### src/rtl/core/pwbd_pkg.sv
`timescale 1ns / 1ps
// ----------------------------------------------------------------------------
// pwbd_pkg: shared types, constants and hash table
// Beat structs for both channels, the front-to-back work entry, register
// map and the 256-entry byte permutation.
// ----------------------------------------------------------------------------
package pwbd_pkg;

    localparam int QUEUE_DEPTH_DEF = 4;
    localparam int CFG_ADDR_W      = 3;
    localparam int NUM_BUCKETS     = 32;
    localparam int HASH_START      = 5;

    localparam logic [7:0] MIN_LENGTH_RESET = 8'd50;

    // register index (paddr[2])
    localparam logic [0:0] REG_MIN_LENGTH = 1'b0;

    typedef struct packed {
        logic [7:0] data_byte;
        logic       last_byte;
    } t_in_beat;

    typedef struct packed {
        logic        too_short;
        logic [7:0]  checksum_low;
        logic [7:0]  length_mid;
        logic [63:0] counts_low;
        logic [63:0] counts_high;
    } t_out_beat;

    // one classified byte, handed from front to back
    typedef struct packed {
        logic [23:0] window;
        logic        hash_en;
        logic        last;
        logic        too_short;
        logic [7:0]  checksum;
        logic [7:0]  length_mid;
    } t_work;

    localparam logic [7:0] PERM [256] = '{
        8'd98, 8'd6, 8'd85, 8'd150, 8'd36, 8'd23, 8'd112, 8'd164,
        8'd135, 8'd207, 8'd169, 8'd5, 8'd26, 8'd64, 8'd165, 8'd219,
        8'd61, 8'd20, 8'd68, 8'd89, 8'd130, 8'd63, 8'd52, 8'd102,
        8'd24, 8'd229, 8'd132, 8'd245, 8'd80, 8'd216, 8'd195, 8'd115,
        8'd90, 8'd168, 8'd156, 8'd203, 8'd177, 8'd120, 8'd2, 8'd190,
        8'd188, 8'd7, 8'd100, 8'd185, 8'd174, 8'd243, 8'd162, 8'd10,
        8'd237, 8'd18, 8'd253, 8'd225, 8'd8, 8'd208, 8'd172, 8'd244,
        8'd255, 8'd126, 8'd101, 8'd79, 8'd145, 8'd235, 8'd228, 8'd121,
        8'd123, 8'd251, 8'd67, 8'd250, 8'd161, 8'd0, 8'd107, 8'd97,
        8'd241, 8'd111, 8'd181, 8'd82, 8'd249, 8'd33, 8'd69, 8'd55,
        8'd59, 8'd153, 8'd29, 8'd9, 8'd213, 8'd167, 8'd84, 8'd93,
        8'd30, 8'd46, 8'd94, 8'd75, 8'd151, 8'd114, 8'd73, 8'd222,
        8'd197, 8'd96, 8'd210, 8'd45, 8'd16, 8'd227, 8'd248, 8'd202,
        8'd51, 8'd152, 8'd252, 8'd125, 8'd81, 8'd206, 8'd215, 8'd186,
        8'd39, 8'd158, 8'd178, 8'd187, 8'd131, 8'd136, 8'd1, 8'd49,
        8'd50, 8'd17, 8'd141, 8'd91, 8'd47, 8'd129, 8'd60, 8'd99,
        8'd154, 8'd35, 8'd86, 8'd171, 8'd105, 8'd34, 8'd38, 8'd200,
        8'd147, 8'd58, 8'd77, 8'd118, 8'd173, 8'd246, 8'd76, 8'd254,
        8'd133, 8'd232, 8'd196, 8'd144, 8'd198, 8'd124, 8'd53, 8'd4,
        8'd108, 8'd74, 8'd223, 8'd234, 8'd134, 8'd230, 8'd157, 8'd139,
        8'd189, 8'd205, 8'd199, 8'd128, 8'd176, 8'd19, 8'd211, 8'd236,
        8'd127, 8'd192, 8'd231, 8'd70, 8'd233, 8'd88, 8'd146, 8'd44,
        8'd183, 8'd201, 8'd22, 8'd83, 8'd13, 8'd214, 8'd116, 8'd109,
        8'd159, 8'd32, 8'd95, 8'd226, 8'd140, 8'd220, 8'd57, 8'd12,
        8'd221, 8'd31, 8'd209, 8'd182, 8'd143, 8'd92, 8'd149, 8'd184,
        8'd148, 8'd62, 8'd113, 8'd65, 8'd37, 8'd27, 8'd106, 8'd166,
        8'd3, 8'd14, 8'd204, 8'd72, 8'd21, 8'd41, 8'd56, 8'd66,
        8'd28, 8'd193, 8'd40, 8'd217, 8'd25, 8'd54, 8'd179, 8'd117,
        8'd238, 8'd87, 8'd240, 8'd155, 8'd180, 8'd170, 8'd242, 8'd212,
        8'd191, 8'd163, 8'd78, 8'd218, 8'd137, 8'd194, 8'd175, 8'd110,
        8'd43, 8'd119, 8'd224, 8'd71, 8'd122, 8'd142, 8'd42, 8'd160,
        8'd104, 8'd48, 8'd247, 8'd103, 8'd15, 8'd11, 8'd138, 8'd239
    };

    function automatic logic [7:0] perm_lookup(input logic [7:0] idx);
        return PERM[idx];
    endfunction

endpackage

### src/rtl/core/pwbd_front.sv
`timescale 1ns / 1ps
// ----------------------------------------------------------------------------
// pwbd_front: byte intake and classification
// Keeps bit window, checksum and byte count; emits one work entry per beat.
// ----------------------------------------------------------------------------
module pwbd_front (
    input  logic                i_clk,
    input  logic                i_rst_n,
    input  logic                i_in_valid,
    output logic                o_in_stall,
    input  pwbd_pkg::t_in_beat  i_in_beat,
    input  logic [7:0]          i_min_length,
    input  logic                i_full,
    output logic                o_push,
    output pwbd_pkg::t_work     o_work
);
    import pwbd_pkg::*;

    logic [23:0] r_window, n_window;
    logic [7:0]  r_sum,    n_sum;
    logic [31:0] r_count,  n_count;
    logic        accept;

    assign o_in_stall = i_full;
    assign accept     = i_in_valid && !i_full;

    always_comb begin
        n_window = {r_window[22:0], i_in_beat.data_byte[0]};
        // sum * 33 + byte, mod 256
        n_sum    = {r_sum[2:0], 5'b0} + r_sum + i_in_beat.data_byte;
        n_count  = r_count + 32'd1;
    end

    always_comb begin
        o_work.window     = n_window;
        o_work.hash_en    = (r_count >= 32'(HASH_START));
        o_work.last       = i_in_beat.last_byte;
        o_work.too_short  = (n_count < {24'b0, i_min_length});
        o_work.checksum   = n_sum;
        o_work.length_mid = n_count[15:8];
    end

    assign o_push = accept;

    always_ff @(posedge i_clk) begin
        if (!i_rst_n) begin
            r_window <= '0;
            r_sum    <= '0;
            r_count  <= '0;
        end else if (accept) begin
            if (i_in_beat.last_byte) begin
                r_window <= '0;
                r_sum    <= '0;
                r_count  <= '0;
            end else begin
                r_window <= n_window;
                r_sum    <= n_sum;
                r_count  <= n_count;
            end
        end
    end

    // message state must be clear after a last beat
    a_clear_after_last: assert property (@(posedge i_clk) disable iff (!i_rst_n)
        accept && i_in_beat.last_byte |=> r_count == 32'd0 && r_sum == 8'd0)
        else $error("front state not cleared after last beat");

    a_no_push_full: assert property (@(posedge i_clk) disable iff (!i_rst_n)
        i_full |-> !o_push)
        else $error("push while queue full");

endmodule

### src/rtl/core/pwbd_queue.sv
`timescale 1ns / 1ps
// ----------------------------------------------------------------------------
// pwbd_queue: work queue between front and back
// Small show-ahead FIFO of work entries.
// ----------------------------------------------------------------------------
module pwbd_queue #(
    parameter int DEPTH = pwbd_pkg::QUEUE_DEPTH_DEF
) (
    input  logic             i_clk,
    input  logic             i_rst_n,
    input  logic             i_push,
    input  pwbd_pkg::t_work  i_work,
    output logic             o_full,
    input  logic             i_pop,
    output logic             o_valid,
    output pwbd_pkg::t_work  o_work
);
    import pwbd_pkg::*;

    localparam int PTR_W = (DEPTH > 1) ? $clog2(DEPTH) : 1;
    localparam int CNT_W = $clog2(DEPTH + 1);

    t_work            r_mem [DEPTH];
    logic [PTR_W-1:0] r_wr_ptr, r_rd_ptr;
    logic [CNT_W-1:0] r_count;
    logic             do_push, do_pop;

    assign o_full  = (r_count == CNT_W'(DEPTH));
    assign o_valid = (r_count != '0);
    assign o_work  = r_mem[r_rd_ptr];
    assign do_push = i_push && !o_full;
    assign do_pop  = i_pop && o_valid;

    function automatic logic [PTR_W-1:0] ptr_inc(input logic [PTR_W-1:0] p);
        return (p == PTR_W'(DEPTH - 1)) ? '0 : p + PTR_W'(1);
    endfunction

    always_ff @(posedge i_clk) begin
        if (do_push) begin
            r_mem[r_wr_ptr] <= i_work;
        end
    end

    always_ff @(posedge i_clk) begin
        if (!i_rst_n) begin
            r_wr_ptr <= '0;
            r_rd_ptr <= '0;
            r_count  <= '0;
        end else begin
            if (do_push) begin
                r_wr_ptr <= ptr_inc(r_wr_ptr);
            end
            if (do_pop) begin
                r_rd_ptr <= ptr_inc(r_rd_ptr);
            end
            if (do_push && !do_pop) begin
                r_count <= r_count + CNT_W'(1);
            end else if (do_pop && !do_push) begin
                r_count <= r_count - CNT_W'(1);
            end
        end
    end

    a_count_range: assert property (@(posedge i_clk) disable iff (!i_rst_n)
        r_count <= CNT_W'(DEPTH))
        else $error("queue count overflow");

    a_ptrs_match_empty: assert property (@(posedge i_clk) disable iff (!i_rst_n)
        r_count == '0 |-> r_wr_ptr == r_rd_ptr)
        else $error("queue pointers disagree with count");

endmodule

### src/rtl/core/pwbd_back.sv
`timescale 1ns / 1ps
// ----------------------------------------------------------------------------
// pwbd_back: hash chain, bucket counters and result register
// Three table rounds in three stages, then nibble increment and digest.
// ----------------------------------------------------------------------------
module pwbd_back (
    input  logic                i_clk,
    input  logic                i_rst_n,
    input  logic                i_valid,
    input  pwbd_pkg::t_work     i_work,
    output logic                o_pop,
    output logic                o_out_valid,
    input  logic                i_out_stall,
    output pwbd_pkg::t_out_beat o_out_beat
);
    import pwbd_pkg::*;

    logic                            r_s1_valid, r_s2_valid, r_s3_valid;
    t_work                           r_s1_work, r_s2_work, r_s3_work;
    logic [7:0]                      r_h1, r_h2, r_h3;
    logic [NUM_BUCKETS-1:0][3:0]     r_counts, n_counts;
    logic                            r_out_valid;
    t_out_beat                       r_out_beat;
    logic                            adv;
    logic                            hit;

    // whole pipe moves unless a finished result is held by the receiver
    assign adv   = !r_out_valid || !i_out_stall;
    assign o_pop = adv && i_valid;

    assign hit = r_s3_valid && r_s3_work.hash_en && (r_h3 < 8'(NUM_BUCKETS));

    always_comb begin
        for (int k = 0; k < NUM_BUCKETS; k++) begin
            n_counts[k] = r_counts[k] +
                          4'((hit && (r_h3[4:0] == 5'(k))) ? 1 : 0);
        end
    end

    always_ff @(posedge i_clk) begin
        if (adv) begin
            r_s1_work <= i_work;
            r_h1      <= perm_lookup(i_work.window[7:0]);
            r_s2_work <= r_s1_work;
            r_h2      <= perm_lookup(r_h1 ^ r_s1_work.window[15:8]);
            r_s3_work <= r_s2_work;
            r_h3      <= perm_lookup(r_h2 ^ r_s2_work.window[23:16]);
            if (r_s3_valid && r_s3_work.last) begin
                if (r_s3_work.too_short) begin
                    r_out_beat <= '{too_short: 1'b1, default: '0};
                end else begin
                    r_out_beat.too_short    <= 1'b0;
                    r_out_beat.checksum_low <= r_s3_work.checksum;
                    r_out_beat.length_mid   <= r_s3_work.length_mid;
                    r_out_beat.counts_low   <= n_counts[15:0];
                    r_out_beat.counts_high  <= n_counts[31:16];
                end
            end
        end
    end

    always_ff @(posedge i_clk) begin
        if (!i_rst_n) begin
            r_s1_valid  <= 1'b0;
            r_s2_valid  <= 1'b0;
            r_s3_valid  <= 1'b0;
            r_out_valid <= 1'b0;
            r_counts    <= '0;
        end else if (adv) begin
            r_s1_valid  <= i_valid;
            r_s2_valid  <= r_s1_valid;
            r_s3_valid  <= r_s2_valid;
            r_out_valid <= r_s3_valid && r_s3_work.last;
            if (r_s3_valid && r_s3_work.last) begin
                r_counts <= '0;
            end else begin
                r_counts <= n_counts;
            end
        end
    end

    assign o_out_valid = r_out_valid;
    assign o_out_beat  = r_out_beat;

    a_counts_cleared: assert property (@(posedge i_clk) disable iff (!i_rst_n)
        adv && r_s3_valid && r_s3_work.last |=> r_counts == '0)
        else $error("bucket counters not cleared after message");

    a_short_zero: assert property (@(posedge i_clk) disable iff (!i_rst_n)
        r_out_valid && r_out_beat.too_short |->
            r_out_beat.checksum_low == 8'd0 && r_out_beat.length_mid == 8'd0 &&
            r_out_beat.counts_low == 64'd0 && r_out_beat.counts_high == 64'd0)
        else $error("short message result carries data");

    a_hold_stalled: assert property (@(posedge i_clk) disable iff (!i_rst_n)
        $past(r_out_valid && i_out_stall) |-> r_out_valid && $stable(r_out_beat))
        else $error("stalled result changed");

endmodule

### src/rtl/core/window_pearson_bucket_digest.sv
`timescale 1ns / 1ps
// ----------------------------------------------------------------------------
// window_pearson_bucket_digest: byte-serial Pearson bucket digest
// Front classifies bytes, queue decouples, back hashes and counts buckets.
// ----------------------------------------------------------------------------
// Usage:
//   Input channel: one message byte per beat (i_in_valid / o_in_stall,
//   payload i_in_beat with data_byte and last_byte). Output channel: one
//   digest beat per message, issued after its last byte (o_out_valid /
//   i_out_stall, payload o_out_beat).
//   Throughput: one byte per cycle unless the receiver stalls, set by the
//   front state update and the three-stage table chain in the back, both
//   of which take a beat each cycle. A digest passes the queue write, three
//   hash stages and the result register before it shows on o_out_valid.
//   If the receiver stalls, the result register holds and the back pipe
//   freezes; the queue then fills and o_in_stall rises once it is full.
//   Reset clears window, checksum, byte count, bucket nibbles, the queue and
//   the pipe; min_length returns to 50. Each digest also clears message state.
//   min_length sits at APB byte address 0 and should only be written while
//   no message is in flight.
// ----------------------------------------------------------------------------
module window_pearson_bucket_digest #(
    parameter int QUEUE_DEPTH = pwbd_pkg::QUEUE_DEPTH_DEF
) (
    input  logic                                i_clk,
    input  logic                                i_rst_n,
    // byte input channel
    input  logic                                i_in_valid,
    output logic                                o_in_stall,
    input  pwbd_pkg::t_in_beat                  i_in_beat,
    // digest output channel
    output logic                                o_out_valid,
    input  logic                                i_out_stall,
    output pwbd_pkg::t_out_beat                 o_out_beat,
    // APB configuration port
    input  logic                                psel,
    input  logic                                penable,
    input  logic                                pwrite,
    input  logic [pwbd_pkg::CFG_ADDR_W-1:0]     paddr,
    input  logic [31:0]                         pwdata,
    output logic [31:0]                         prdata,
    output logic                                pready
);
    import pwbd_pkg::*;

    logic [7:0] r_min_length;
    logic       cfg_wr;
    logic       full;
    logic       push;
    t_work      front_work;
    logic       q_valid;
    t_work      q_work;
    logic       pop;

    // ---- configuration ----
    assign pready = 1'b1;
    assign cfg_wr = psel && penable && pwrite &&
                    (paddr[CFG_ADDR_W-1:2] == REG_MIN_LENGTH);

    always_ff @(posedge i_clk) begin
        if (!i_rst_n) begin
            r_min_length <= MIN_LENGTH_RESET;
        end else if (cfg_wr) begin
            r_min_length <= pwdata[7:0];
        end
    end

    always_comb begin
        prdata = '0;
        if (paddr[CFG_ADDR_W-1:2] == REG_MIN_LENGTH) begin
            prdata = {24'b0, r_min_length};
        end
    end

    // ---- front: intake and per-message state ----
    pwbd_front u_front (
        .i_clk        (i_clk),
        .i_rst_n      (i_rst_n),
        .i_in_valid   (i_in_valid),
        .o_in_stall   (o_in_stall),
        .i_in_beat    (i_in_beat),
        .i_min_length (r_min_length),
        .i_full       (full),
        .o_push       (push),
        .o_work       (front_work)
    );

    // ---- decoupling queue ----
    pwbd_queue #(
        .DEPTH (QUEUE_DEPTH)
    ) u_queue (
        .i_clk   (i_clk),
        .i_rst_n (i_rst_n),
        .i_push  (push),
        .i_work  (front_work),
        .o_full  (full),
        .i_pop   (pop),
        .o_valid (q_valid),
        .o_work  (q_work)
    );

    // ---- back: hash chain, buckets, result ----
    pwbd_back u_back (
        .i_clk       (i_clk),
        .i_rst_n     (i_rst_n),
        .i_valid     (q_valid),
        .i_work      (q_work),
        .o_pop       (pop),
        .o_out_valid (o_out_valid),
        .i_out_stall (i_out_stall),
        .o_out_beat  (o_out_beat)
    );

endmodule
### config.mk
export PLATFORM = sky130hd
export DESIGN_NAME = window_pearson_bucket_digest
export DESIGN_NICKNAME = d
export VERILOG_FILES = /design/src/rtl/core/pwbd_pkg.sv /design/src/rtl/core/pwbd_front.sv /design/src/rtl/core/pwbd_queue.sv /design/src/rtl/core/pwbd_back.sv /design/src/rtl/core/window_pearson_bucket_digest.sv
export SDC_FILE = /design/constraint.sdc
export NUM_CORES = 2
export LEC_CHECK = 0
export BUFFER_PORTS_ARGS = -buffer_cell sky130_fd_sc_hd__buf_2
export CAP_MARGIN = 20
export CORE_ASPECT_RATIO = 1.25
export CORE_UTILIZATION = 30
export DETAILED_ROUTE_END_ITERATION = 8
export GPL_TIMING_DRIVEN = 0
export PLACE_DENSITY = 0.43
export SLEW_MARGIN = 20
export SYNTH_ARGS = -nofsm -noshare
export SYNTH_HDL_FRONTEND = slang
export SYNTH_SLANG_ARGS = --single-unit
### constraint.sdc
create_clock -name i_clk -period 10.2 [get_ports i_clk]
set_input_delay 2.04 -clock i_clk [delete_from_list [all_inputs] [get_ports i_clk]]
set_output_delay 2.04 -clock i_clk [all_outputs]
set_load 0.005 [all_outputs]
==> results_dict.tcl <==
set metrics [dict create \
    wire_length_after_detailed_routing_um 163000 \
    end_kind "flop" \
    fmax_mhz 168.6 \
    period_needed_ps 5932 \
    initial_utilization_pct 30.35 \
    drt_drc_violations_left 0 \
    cts-resized-gates 0 \
    synth.most_common_cell "sky130_fd_sc_hd__edfxtp_1" \
    drt_pre_antenna_iters 6 \
    clock_skews_ps 40.29 \
    vias_in_the_first_global_route 32194 \
    synth.avg_cell_area_um2 9.750 \
    chipWidth_um 313.8 \
    worst_pin_slew_ps 1187 \
    place_hpwl_um 116600 \
    n_fill_cell 12455 \
    hold_viol 0 \
    global_route.usage.total_pct 25.86 \
    regToRegSetupSlack_ps 4270 \
    ys_seq_elements 634 \
    rsz_0062_raised_after_global_routing "no" \
    synth_top_flop_cell "sky130_fd_sc_hd__edfxtp_1" \
    dieArea_mm2 0.1229 \
    gr-total-overflow 0 \
    cp_data_arrival_time_ps 6290 \
    worstPathRequired_ps 10560 \
    yosysWarningCount 0 \
    timing.critical_path.fanout_max 13 \
    critPathKind "flop to flop" \
    clkTransAtPathRegs_ps 60 \
    synth_commonest_cells "422 x sky130_fd_sc_hd__edfxtp_1, 383 x sky130_fd_sc_hd__nand2_1, 273 x sky130_fd_sc_hd__nor2_1, 242 x sky130_fd_sc_hd__clkbuf_1, 233 x sky130_fd_sc_hd__o21ai_0" \
    via_count 32654 \
    worstHoldPathType "flop to flop" \
    netlist.area_leader.share_pct 34.76 \
    coreArea_mm2 0.1201 \
    tritoncts.num_buffers 76 \
    syn-instance-count 3739 \
    detail_route.vias_per_cell 5.752 \
    post_synth_main_area_contributors "sky130_fd_sc_hd__edfxtp_1 35%, sky130_fd_sc_hd__dfxtp_1 12%, sky130_fd_sc_hd__ha_1 4.5%, sky130_fd_sc_hd__nand2_1 3.9%, sky130_fd_sc_hd__nor2b_1 3.7%" \
    area.growth.synth_to_final_pct 15.78 \
    place_worst_setup_slack_ps 4371 \
    dp.cells 5537 \
    ff_latch_area_mm2 0.01692 \
    die_height_um 391.7 \
    final_util_pct 35.14 \
    global_route_wire_length_before_repair_um 232000 \
    yosysUniqueCellTypes 87 \
    port-buffer-count 177 \
    final.period_utilization_pct 58.16 \
    clock_path_buffers 3 \
    netlist_area_mm2 0.03645 \
    outcome "completed" \
    slew_headroom_pct 20.57 \
    placement_rows 142 \
    root_buffer "sky130_fd_sc_hd__clkbuf_16" \
    post_drt_wl_per_cell_um 28.72 \
    worst_skew_pair.late_latency_ps 640 \
    final_max_slew_viol_count 0 \
    ant_nets 0 \
    cts_setup_buffers 0 \
    post-route-worst-setup-slack_ps 4268 \
    max-cap-violations 0 \
    final_net_count 4217 \
    clock_tree_from_tritoncts "built" \
    synth_edf_count 422 \
    final_layout_size_suffix_gt1_share_pct 11.95 \
    grt_antenna_before_repair 3 \
    layoutNonFillerInstCount 5677 \
    first_iter_violations 3422 \
    cts_hold_repair.buffers 0 \
    cts_sinks 634 \
    worstSetupStartpointType "flop" \
    async_set_reset_flop_share_out_of_synthesis_pct 0 \
    maximum_number_of_pins_on_one_net_before_global_route_repair 47 \
    synth_sequential_area_ratio_pct 46.40 \
    boundaryPins 231 \
    ctsHtreeMaxLevel 3 \
    setup_viol 0 \
    multi_input_area_mm2 0.01802 \
    gp_congestion 1.006 \
    synth_top_cell_by_area "sky130_fd_sc_hd__edfxtp_1" \
]
==> layout by cell type (no fill, tap or decap), types with 60 or more instances in the layout <==
| cell type | Yosys | layout |
|---|---|---|
| sky130_fd_sc_hd__dfxtp_1 | 212 | 212 |
| sky130_fd_sc_hd__clkbuf_1 | 242 | 258 |
| sky130_fd_sc_hd__nor2b_1 | 218 | 218 |
| sky130_fd_sc_hd__a21oi_1 | 190 | 190 |
| sky130_fd_sc_hd__and2_1 | 64 | 60 |
| sky130_fd_sc_hd__nor2_1 | 273 | 272 |
| sky130_fd_sc_hd__nand2_1 | 383 | 383 |
| sky130_fd_sc_hd__edfxtp_1 | 422 | 422 |
| sky130_fd_sc_hd__buf_2 | 50 | 227 |
| sky130_fd_sc_hd__nor3_1 | 104 | 104 |
| sky130_fd_sc_hd__clkbuf_16 | 0 | 76 |
| sky130_fd_sc_hd__a22oi_1 | 88 | 88 |
| sky130_fd_sc_hd__xnor2_1 | 72 | 69 |
| sky130_fd_sc_hd__ha_1 | 131 | 131 |
| sky130_fd_sc_hd__o21ai_0 | 233 | 233 |
| sky130_fd_sc_hd__nand3_1 | 116 | 116 |
==> registers in the layout, indices dropped and copies added, names as in the netlist, named ones only <==
signal,cells
u_back.r_s2_work,27
u_front.r_window,23
u_back.o_out_valid,1
u_queue.r_rd_ptr,2
u_back.r_s1_work,35
u_queue.r_mem,172
u_back.r_s1_valid,1
u_back.r_s3_valid,1
r_min_length,8
u_front.r_count,32
u_front.r_sum,8
u_queue.r_wr_ptr,2
u_back.r_counts,128
u_back.r_s3_work,19
u_back.r_h1,8
u_back.r_h3,8
u_queue.r_count,3
u_back.r_h2,8
u_back.o_out_beat,145
u_back.r_s2_valid,1
==> per-layer routing <==
| metal | part of all wire (%) | vias up | track usage [%] |
|---|---|---|---|
| met5 | 0.017 | - | 0 |
| met4 | 6.4 | 4 | 14.63 |
| met3 | 7.0 | 551 | 4.630 |
| met2 | 46 | 1693 | 42.47 |
| met1 | 40 | 15942 | 31.85 |
| li1 | - | 14464 | - |
==> per-stage QoR <==
stage          hold slack [ps]  TNS (ps)  cell area [um^2]
2_1_floorplan            400.3         0             36540
3_3_place_gp             401.3   -487000             39410
3_5_place_dp             404.5         0             39750
4_1_cts                  385.4         0             42190
5_1_grt                  407.5         0             42210
6_report                 390.6         0             42210
==> path summary, 6_finish.rpt <==
kind	depth (start not counted)	start	to
max	13	flop	u_back.r_h1[3]$_DFFE_PN_
min	0	u_back.r_s2_work[18]$_DFFE_PN_	u_back.r_s3_work[18]$_DFFE_PN_
max reg2reg	13	flop	u_back.r_h1[3]$_DFFE_PN_
min reg2reg	0	u_back.r_s2_work[18]$_DFFE_PN_	u_back.r_s3_work[18]$_DFFE_PN_
==> worst max-delay path, stage by stage (launching register included) <==
cell	delay [ps]
sky130_fd_sc_hd__dfxtp_1	300
sky130_fd_sc_hd__buf_2	200
sky130_fd_sc_hd__buf_4	240
sky130_fd_sc_hd__mux4_2	260
sky130_fd_sc_hd__clkbuf_1	490
sky130_fd_sc_hd__clkbuf_1	760
sky130_fd_sc_hd__inv_1	490
sky130_fd_sc_hd__ha_1	520
sky130_fd_sc_hd__clkbuf_1	650
sky130_fd_sc_hd__nand2_1	490
sky130_fd_sc_hd__nor2_1	450
sky130_fd_sc_hd__a2111oi_0	170
sky130_fd_sc_hd__o32ai_1	490
sky130_fd_sc_hd__mux2i_1	150
==> layout make-up <==
| cell class | count | area share (%) |
|---|---|---|
| multi-input cells | 2728 | 42.69 |
| flip-flops and latches | 634 | 40.08 |
| clock buffers | 103 | 4.936 |
| well taps | 1584 | 4.695 |
| plain buffers | 356 | 3.596 |
| repair buffers | 191 | 2.775 |
| clock inverters | 36 | 0.8389 |
| inverters | 44 | 0.3913 |
| diodes | 1 | 0.005929 |
==> cells by family after synthesis <==
group / Yosys count / share of synthesized area (%)
AO/OA/AOI/OAI: 1028 / 19.00
XOR/XNOR: 127 / 3.072
adder cells (fa/ha/maj): 136 / 4.743
buffers and inverters: 400 / 4.599
flip-flops: 634 / 46.40
multiplexers: 93 / 4.438
other: 2 / 0.02060
AND/OR/NAND/NOR: 1319 / 17.72
Power is left out: the tool's default activity adds up to more than one toggle a clock period on the data nets, which glitch-free logic cannot reach.
